--- src/sv/u8cjk_pkg.sv ---
package u8cjk_pkg;

  localparam int unsigned ByteW = 8;
  localparam int unsigned CpW   = 21;
  localparam int unsigned LenW  = 3;
  localparam int unsigned PendW = 2;

  localparam logic [LenW-1:0] LenErr = 3'd0;
  localparam logic [LenW-1:0] Len1   = 3'd1;
  localparam logic [LenW-1:0] Len2   = 3'd2;
  localparam logic [LenW-1:0] Len3   = 3'd3;
  localparam logic [LenW-1:0] Len4   = 3'd4;

  localparam logic [PendW-1:0] PendNone = 2'd0;
  localparam logic [PendW-1:0] Pend1    = 2'd1;
  localparam logic [PendW-1:0] Pend2    = 2'd2;
  localparam logic [PendW-1:0] Pend3    = 2'd3;

  typedef struct packed {
    logic [CpW-1:0]  codepoint;
    logic [LenW-1:0] char_length;
    logic            is_cjk;
    logic            bad_lead;
  } u8cjk_result_t;

  typedef struct packed {
    logic          vld;
    u8cjk_result_t res;
  } u8cjk_dec_out_t;

endpackage

--- src/sv/u8cjk_in_if.sv ---
interface u8cjk_in_if;
  import u8cjk_pkg::*;

  logic             valid;
  logic             ready;
  logic [ByteW-1:0] byte_in;

  modport source (output valid, output byte_in, input ready);
  modport sink (input valid, input byte_in, output ready);
endinterface

--- src/sv/u8cjk_out_if.sv ---
interface u8cjk_out_if;
  import u8cjk_pkg::*;

  logic            valid;
  logic            ready;
  logic [CpW-1:0]  codepoint;
  logic [LenW-1:0] char_length;
  logic            is_cjk;
  logic            bad_lead;

  modport source (output valid, output codepoint, output char_length, output is_cjk,
                  output bad_lead, input ready);
  modport sink (input valid, input codepoint, input char_length, input is_cjk,
                input bad_lead, output ready);
endinterface

--- src/sv/u8cjk_classify.sv ---
module u8cjk_classify
  import u8cjk_pkg::*;
(
  input  logic [CpW-1:0] cp,
  output logic           hit
);

  function automatic logic in_rng(logic [CpW-1:0] v, logic [CpW-1:0] lo,
                                  logic [CpW-1:0] hi);
    return (v >= lo) && (v <= hi);
  endfunction

  always_comb begin
    hit = in_rng(cp, 21'h03000, 21'h0303F) ||
          in_rng(cp, 21'h03400, 21'h04DBF) ||
          in_rng(cp, 21'h04E00, 21'h09FFF) ||
          in_rng(cp, 21'h20000, 21'h2A6DF) ||
          in_rng(cp, 21'h2A700, 21'h2B739) ||
          in_rng(cp, 21'h2B740, 21'h2B81D) ||
          in_rng(cp, 21'h2B820, 21'h2CEA1) ||
          in_rng(cp, 21'h2CEB0, 21'h2EBE0) ||
          in_rng(cp, 21'h2EBF0, 21'h2EE5D) ||
          in_rng(cp, 21'h30000, 21'h3134A) ||
          in_rng(cp, 21'h31350, 21'h323AF) ||
          (cp == 21'h0FF01) || (cp == 21'h0FF0C) || (cp == 21'h0FF0E) ||
          (cp == 21'h0FF1A) || (cp == 21'h0FF1B) || (cp == 21'h0FF1F);
  end

endmodule

--- src/sv/u8cjk_decode.sv ---
module u8cjk_decode
  import u8cjk_pkg::*;
(
  input  logic             clk,
  input  logic             rst_n,
  input  logic             advance,
  input  logic [ByteW-1:0] b,
  output u8cjk_dec_out_t   dec
);

  logic [PendW-1:0] pend_r, pend_nxt;
  logic [LenW-1:0]  width_r, width_nxt;
  logic [CpW-1:0]   acc_r, acc_nxt;
  logic [CpW-1:0]   cp;
  logic [LenW-1:0]  len;
  logic             bad;
  logic             emit;
  logic             hit;

  always_comb begin
    pend_nxt  = pend_r;
    width_nxt = width_r;
    acc_nxt   = acc_r;
    cp        = '0;
    len       = LenErr;
    bad       = 1'b0;
    emit      = 1'b0;
    if (pend_r != PendNone) begin
      acc_nxt  = {acc_r[CpW-7:0], b[5:0]};
      pend_nxt = pend_r - Pend1;
      if (pend_nxt == PendNone) begin
        emit      = 1'b1;
        cp        = acc_nxt;
        len       = width_r;
        width_nxt = LenErr;
        acc_nxt   = '0;
      end
    end else if (b[7] == 1'b0) begin
      emit = 1'b1;
      cp   = {{(CpW-ByteW){1'b0}}, b};
      len  = Len1;
    end else if (b[7:5] == 3'b110) begin
      acc_nxt   = {{(CpW-5){1'b0}}, b[4:0]};
      width_nxt = Len2;
      pend_nxt  = Pend1;
    end else if (b[7:4] == 4'b1110) begin
      acc_nxt   = {{(CpW-4){1'b0}}, b[3:0]};
      width_nxt = Len3;
      pend_nxt  = Pend2;
    end else if (b[7:3] == 5'b11110) begin
      acc_nxt   = {{(CpW-3){1'b0}}, b[2:0]};
      width_nxt = Len4;
      pend_nxt  = Pend3;
    end else begin
      emit      = 1'b1;
      bad       = 1'b1;
      width_nxt = LenErr;
      acc_nxt   = '0;
    end
  end

  u8cjk_classify u_classify (
    .cp  (cp),
    .hit (hit)
  );

  always_comb begin
    dec.vld             = emit;
    dec.res.codepoint   = cp;
    dec.res.char_length = len;
    dec.res.is_cjk      = hit && !bad;
    dec.res.bad_lead    = bad;
  end

  always_ff @(posedge clk) begin
    if (!rst_n) begin
      pend_r  <= PendNone;
      width_r <= LenErr;
      acc_r   <= '0;
    end else if (advance) begin
      pend_r  <= pend_nxt;
      width_r <= width_nxt;
      acc_r   <= acc_nxt;
    end
  end

endmodule

--- src/sv/utf8_decode_cjk_classify.sv ---
// UTF-8 decoder with CJK classification.
// in_ch carries one raw stream byte per transaction (valid/ready). out_ch
// carries one result per completed character or per invalid lead byte:
// codepoint, char_length, is_cjk and bad_lead. Continuation bytes and the
// lead byte of a multi-byte character produce no result until the last byte.
// A result is registered: the transaction of the byte that completes it loads
// the input register, and the decode step then loads the result register.
// Throughput: one byte per cycle while out_ch does not stall; the decode and
// classify step between the input and result registers is combinational.
// Reset (rst_n low, synchronous) empties both registers and returns the
// decoder to awaiting a lead byte; any partial character is dropped.
// When the receiver holds out_ch.ready low, the result register holds, the
// input register holds one more byte, and in_ch.ready then drops until the
// result is taken.
module utf8_decode_cjk_classify
  import u8cjk_pkg::*;
(
  input  logic       clk,
  input  logic       rst_n,
  u8cjk_in_if.sink   in_ch,
  u8cjk_out_if.source out_ch
);

  logic             in_vld_r;
  logic [ByteW-1:0] in_byte_r;
  logic             out_vld_r;
  u8cjk_result_t    out_res_r;
  logic             advance;
  u8cjk_dec_out_t   dec;

  assign advance     = in_vld_r && (!out_vld_r || out_ch.ready);
  assign in_ch.ready = !in_vld_r || advance;

  u8cjk_decode u_decode (
    .clk     (clk),
    .rst_n   (rst_n),
    .advance (advance),
    .b       (in_byte_r),
    .dec     (dec)
  );

  always_ff @(posedge clk) begin
    if (!rst_n) begin
      in_vld_r  <= 1'b0;
      out_vld_r <= 1'b0;
    end else begin
      if (in_ch.ready) begin
        in_vld_r <= in_ch.valid;
      end
      if (advance) begin
        out_vld_r <= dec.vld;
      end else if (out_ch.ready) begin
        out_vld_r <= 1'b0;
      end
    end
  end

  always_ff @(posedge clk) begin
    if (in_ch.ready && in_ch.valid) begin
      in_byte_r <= in_ch.byte_in;
    end
    if (advance && dec.vld) begin
      out_res_r <= dec.res;
    end
  end

  assign out_ch.valid       = out_vld_r;
  assign out_ch.codepoint   = out_res_r.codepoint;
  assign out_ch.char_length = out_res_r.char_length;
  assign out_ch.is_cjk      = out_res_r.is_cjk;
  assign out_ch.bad_lead    = out_res_r.bad_lead;

endmodule

--- src/flat_wrapper.sv ---
// flat-port wrapper written by rule: the top's interface ports become plain ports
module utf8_decode_cjk_classify_flat import u8cjk_pkg::*;
  (clk, rst_n, in_ch_valid, in_ch_byte_in, in_ch_ready, out_ch_valid, out_ch_codepoint, out_ch_char_length, out_ch_is_cjk, out_ch_bad_lead, out_ch_ready);
  u8cjk_in_if in_ch_i ();
  u8cjk_out_if out_ch_i ();
  input  logic clk;
  input  logic rst_n;
  input wire logic [$bits(in_ch_i.valid)-1:0] in_ch_valid;
  input wire logic [$bits(in_ch_i.byte_in)-1:0] in_ch_byte_in;
  output wire logic [$bits(in_ch_i.ready)-1:0] in_ch_ready;
  output wire logic [$bits(out_ch_i.valid)-1:0] out_ch_valid;
  output wire logic [$bits(out_ch_i.codepoint)-1:0] out_ch_codepoint;
  output wire logic [$bits(out_ch_i.char_length)-1:0] out_ch_char_length;
  output wire logic [$bits(out_ch_i.is_cjk)-1:0] out_ch_is_cjk;
  output wire logic [$bits(out_ch_i.bad_lead)-1:0] out_ch_bad_lead;
  input wire logic [$bits(out_ch_i.ready)-1:0] out_ch_ready;
  assign in_ch_i.valid = in_ch_valid;
  assign in_ch_i.byte_in = in_ch_byte_in;
  assign in_ch_ready = in_ch_i.ready;
  assign out_ch_valid = out_ch_i.valid;
  assign out_ch_codepoint = out_ch_i.codepoint;
  assign out_ch_char_length = out_ch_i.char_length;
  assign out_ch_is_cjk = out_ch_i.is_cjk;
  assign out_ch_bad_lead = out_ch_i.bad_lead;
  assign out_ch_i.ready = out_ch_ready;
  utf8_decode_cjk_classify u_core (.clk(clk), .rst_n(rst_n), .in_ch(in_ch_i), .out_ch(out_ch_i));
endmodule
--- config.mk ---
export PLATFORM = sky130hd
export DESIGN_NAME = utf8_decode_cjk_classify_flat
export DESIGN_NICKNAME = d
export VERILOG_FILES = /design/src/sv/u8cjk_pkg.sv /design/src/sv/u8cjk_in_if.sv /design/src/sv/u8cjk_out_if.sv /design/src/sv/u8cjk_classify.sv /design/src/sv/u8cjk_decode.sv /design/src/sv/utf8_decode_cjk_classify.sv /design/src/flat_wrapper.sv
export SDC_FILE = /design/constraint.sdc
export NUM_CORES = 1
export LEC_CHECK = 0
export BUFFER_PORTS_ARGS = -buffer_cell sky130_fd_sc_hd__buf_4
export CAP_MARGIN = 10
export CORE_MARGIN = 2
export CORE_UTILIZATION = 55
export CTS_BUF_LIST = sky130_fd_sc_hd__clkbuf_4
export CTS_CLUSTER_SIZE = 12
export DETAILED_ROUTE_END_ITERATION = 12
export GPL_TIMING_DRIVEN = 0
export PLACE_DENSITY = 0.84
export SLEW_MARGIN = 25
export SYNTH_ARGS = -nofsm -noshare
export SYNTH_HDL_FRONTEND = slang
export SYNTH_SLANG_ARGS = --single-unit
--- constraint.sdc ---
create_clock -name clk -period 3.9 [get_ports clk]
set_clock_uncertainty 0.1 [all_clocks]
set_input_delay 0.195 -clock clk [delete_from_list [all_inputs] [get_ports clk]]
set_output_delay 0.195 -clock clk [all_outputs]
set_load 0.02 [all_outputs]
== Yosys cells after proc, flatten, opt, wreduce, memory -nomap -nowiden ==
Cells that the tools add are included.
Storage, ports and cells
  output and inout bits: 28
  word-level logic and storage cells: 120
  flip-flop bits (word level): 56
Operators by class
  $add $sub $neg: 1
  multiplexer cells: 33
  reduce and logical (&&, ||, !) cells: 44
  $lt $le $gt $ge: 22
  equality and inequality tests: 10
Operators with widths (number)
  >= comparator 21 x 18 -> 1 bit, second input constant: 8
  <= comparator 21 x 18 -> 1 bit, second input constant: 8
  equality test 21 x 16 -> 1 bit, second input constant: 6
  two-way mux 15 bit: 3
  >= comparator 21 x 14 -> 1 bit, second input constant: 2
  two-way mux 21 bit: 2
  two-way mux 3 bit: 9
  >= comparator 21 x 15 -> 1 bit, second input constant: 1
  <= comparator 21 x 14 -> 1 bit, second input constant: 1
  <= comparator 21 x 15 -> 1 bit, second input constant: 1
  <= comparator 21 x 16 -> 1 bit, second input constant: 1
  logical OR 1 bit: 18
  logical AND 1 bit: 15
  two-way mux 1 bit: 11
  two-way mux 2 bit: 5
  two-way mux 7 bit: 1
  AND reduction 3 bit: 2
  nonzero test 2 bit: 3
  equality test 5 bit, second input constant: 1
  two-way mux 5 bit: 1
  equality test 4 bit, second input constant: 1
  two-way mux 4 bit: 1
  nonzero test 4 bit: 1
  equality test 3 bit, second input constant: 1
  5 further kinds: 7

== Logic depth before layout (Yosys ltp) ==
  word-level depth: 23
  depth in mapped cells: 9
  mapped depth without buffers: 8

== By module ==
From an unflattened synthesis, not the netlist that was laid out.
Second synthesis, totals
  cell total of the unflattened synthesis: 305
  area, all modules: 3139.3 µm²
Modules (own cells, without submodules)
  u8cjk_decode: seq. area each 400.4 µm², instances 1, cells each 133, area an instance 1138.6 µm²
  utf8_decode_cjk_classify: seq. area each 1061.0 µm², instances 1, cells each 47, area an instance 1133.6 µm²
  u8cjk_classify: seq. area each 0.0 µm², instances 1, cells each 125, area an instance 867.1 µm²

== Worst setup path before layout ==
Ideal clock, no wire load.
  kind: register to register
  from: register u_core.in_byte_r[7]
  to: register u_core.out_res_r (netlist bit u_core.out_ch.is_cjk), data pin
  path slack: 791 ps
  clock period less this slack: 3109 ps
  cell stages (with the launch flop): 9
  path buffers: 1
  library setup time: 272 ps
  data arrival time: 2737 ps
  cell sequence: edfxtp_1 -> buf_6 -> nor2b_4 -> or3_1 -> o41a_1 -> o211a_1 -> a211o_1 -> or4_1 -> or4_1
RTL lines
  start, declared: RTL line utf8_decode_cjk_classify.sv:25  | logic [ByteW-1:0] in_byte_r;
  start signal, assigned: RTL line utf8_decode_cjk_classify.sv:60  | in_byte_r <= in_ch.byte_in;
  end signal, assigned: RTL line utf8_decode_cjk_classify.sv:63  | out_res_r <= dec.res;
  end, declared: RTL line utf8_decode_cjk_classify.sv:27  | u8cjk_result_t out_res_r;

==> flow_summary.json <==
{
  "cts_sinks": 56,
  "synthesis.nets": 380,
  "syn_inst": 368,
  "postCtsResizedCells": 0,
  "diodes": 0,
  "syn_area_um2": 3271,
  "numPortBuffers": 39,
  "dp_hpwl_um": 7437,
  "cp.arrival_ns": 3.63,
  "final.min_clock_period_ns": 3.581,
  "power.density_nw_per_um2": 281.8,
  "grt_pass1_vias": 3146,
  "cts_setup_buffers": 0,
  "timing.final.max_slew_violations": 0,
  "grt_use_total": 0.3370,
  "ys_seq_area_frac": 0.4468,
  "grt_max_degree": 28,
  "async_flop_share": 0,
  "ant_nets": 0,
  "worstMarginPinSlew_ns": 1.006,
  "cap_violations": 0,
  "cts_root_buf": "clkbuf_4",
  "cp_slowest_cell": "or4_1",
  "cpMostUsedCell": "o21ai_0",
  "status": "completed",
  "synth.distinct_cells": 48,
  "syn2layout_area_growth_pct": 16.91,
  "clk_pin_slew_worst_paths_ns": 0.17,
  "dieWidth_um": 81.12,
  "initial_core_util": 0.5624,
  "setup_viol": 0,
  "routed_wl_um": 10380,
  "worstSkewPairLatency_ns": 0.39,
  "ir_worst_vdd_v": 0.0001978,
  "grt_pass1_wl_um": 16480,
  "cts_tree": "built",
  "worst-setup-path-type": "reg2reg",
  "dr.pass1.iters": 6,
  "overflow": 0,
  "drive_above_1_share": 0.1318,
  "yosys_warnings": 0,
  "fmax_mhz": 279.2,
  "clockBufferDepth": 2,
  "route.detailed.drc": 0,
  "period_share": 0.9183,
  "ys_seq_elements": 56,
  "setup_tns_ns": 0,
  "critPathMaxStageDelay_ns": 0.52,
  "final_nets": 436,
  "holdCritPathClass": "in2reg",
  "boundaryPins": 40,
  "gp_congestion": 1.070,
  "crit_chain": "buf_2 > clkbuf_1 > nor2b_1 > a2111oi_0 > nand3_1 > o41a_1 > o21ai_0 > o21ai_0 > or4_1",
  "slew_headroom": 0.3236,
  "antenna_found_initial": 0,
  "startpoint_type": "register",
  "vias": 3431,
  "numCtsBuffers": 5,
  "die_y_um": 81.12,
  "rows": 28,
  "hold_violations": 0,
  "nFillCells": 502,
  "viasPerCell": 6.862,
  "dieArea_um2": 6580,
  "power.leakage_nw": 1.338,
  "htree_num_levels": 2,
  "drtIter0Drc": 615,
  "power_mw": 1.077,
  "crit_required_ns": 3.95,
  "path_max_fanout": 10,
  "core_area_um2": 5816,
  "synthFlopType": "edfxtp_1",
  "syn_avg_cell_area_um2": 8.888,
  "synth_edf_count": 34,
  "wl_per_cell_um": 20.77,
  "critPathCaptureType": "register",
  "rsz0062_at_grt": "no"
}
## power by group
group | total, mW | leakage, nW | switching [mW] | internal, mW
Sequential | 0.660 | 0.507 | 0.0110 | 0.649
Clock | 0.271 | 0.0356 | 0.197 | 0.0734
Combinational | 0.147 | 0.795 | 0.0928 | 0.0546
## kinds of logic (layout without fill, tap and decap cells)
family          Yosys count  count (layout)  share of synthesized area
flops                    56              56                     0.4468
buf+inv                  41              98                    0.05241
compound gates           87              87                     0.1878
simple gates            184             184                     0.3129
## through the flow
step                      std cells  setup slack, ns  instance area [µm²]    util  hold WS, ns
after global placement          482           0.4309                 3657  0.6289       0.2727
after floorplan                 368           0.7910                 3271       -       0.1939
after CTS                       500           0.4417                 3824  0.6575      0.03317
after detailed placement        482           0.4870                 3664  0.6299       0.2745
final                           500           0.3185                 3824  0.6575      0.04948
after global routing            500          0.09140                 3824  0.6575      0.04507
## state kept, by name, indices dropped and copies added, names as in the netlist
signal                     flops
u_core.u_decode.pend_r         2
u_core.in_byte_r               8
u_core.in_vld_r                1
u_core.out_ch.is_cjk           1
u_core.u_decode.acc_r         15
u_core.out_ch.bad_lead         1
u_core.out_ch.valid            1
u_core.out_ch.codepoint       21
u_core.out_ch.char_length      3
u_core.u_decode.width_r        3
## routing by layer
metal,global-route usage,share of wire,up-vias
li1,-,-,1509
met1,0.4575,0.39,1585
met2,0.5264,0.45,279
met3,0.05556,0.12,58
met4,0.1576,0.050,0
met5,0,0,-
## synth_stat cells, types with 3 or more instances
master     count  area share
a21oi_1       14       0.021
inv_1         11       0.013
o21ai_0       14       0.021
o2111ai_1      4       0.011
nor2b_1       20       0.038
nand4_1       13       0.025
edfxtp_1      34        0.31
nand3b_1       3      0.0069
and3_1         4      0.0076
nand2_1       28       0.032
a31oi_1        5      0.0096
and2_1        13       0.025
or4_1          5       0.011
o211ai_1       6       0.014
a32oi_1        4       0.011
a22oi_1        5       0.011
a211oi_1       5       0.011
nor4_1        13       0.025
nor2_1        21       0.024
or3_1          7       0.013
nor3_1        21       0.032
nand2b_1       7       0.013
a21boi_0       9       0.021
clkbuf_1      26       0.030
nor3b_1        5       0.011
nand3_1       16       0.024
a21o_1         3      0.0069
dfxtp_1       22        0.13
## worst max-delay path: cells and delay by family, from the launching register on
| kind | cells | cell delay (ns) |
|---|---|---|
| AO/OA/AOI/OAI | 4 | 1.36 |
| flip-flops | 1 | 0.37 |
| AND/OR/NAND/NOR | 3 | 0.88 |
| buffers and inverters | 2 | 0.63 |
## timing repair
item / CTS / global route
endpoints found under the setup margin: 0 / 0
hold endpoints to repair: 11 / 0
hold buffers: 10 / 0
## final cells by class
cell class | count | area (µm²) | area share
Buffer | 30 | 130.1 | 0.03403
Clock buffer | 5 | 37.54 | 0.009817
Clock inverter | 3 | 22.52 | 0.005890
Inverter | 11 | 41.29 | 0.01080
Multi-Input combinational cell | 271 | 1644 | 0.4300
Sequential cell | 56 | 1461 | 0.3822
Tap cell | 75 | 93.84 | 0.02454
Timing Repair Buffer | 49 | 392.9 | 0.1027
## worst paths after layout
kind | slack, ns | end | from | cells past startpoint
worst max register to register | 0.32 | u_core.out_ch.is_cjk$_DFFE_PP_ | u_core.u_decode.pend_r[1]$_SDFFE_PN0P_ | 9
worst min register to register | 0.44 | u_core.u_decode.width_r[0]$_SDFFE_PN0P_ | u_core.u_decode.width_r[0]$_SDFFE_PN0P_ | 2
worst min-delay path | 0.05 | u_core.out_ch.valid$_SDFFE_PN0P_ | out_ch_ready | 3
worst max-delay path | 0.32 | u_core.out_ch.is_cjk$_DFFE_PP_ | u_core.u_decode.pend_r[1]$_SDFFE_PN0P_ | 9
## cell usage in the layout (no fill, tap or decap), drive strengths merged, types with 14 or more instances in the layout
cell type	instances
nand2	28
clkbuf	31
nor2	21
dfxtp	22
a21oi	14
edfxtp	34
nor3	21
nor2b	21
nand3	16
buf	43
o21ai	14
and2	15
No activity file was read; power rests on OpenSTA's default activity.
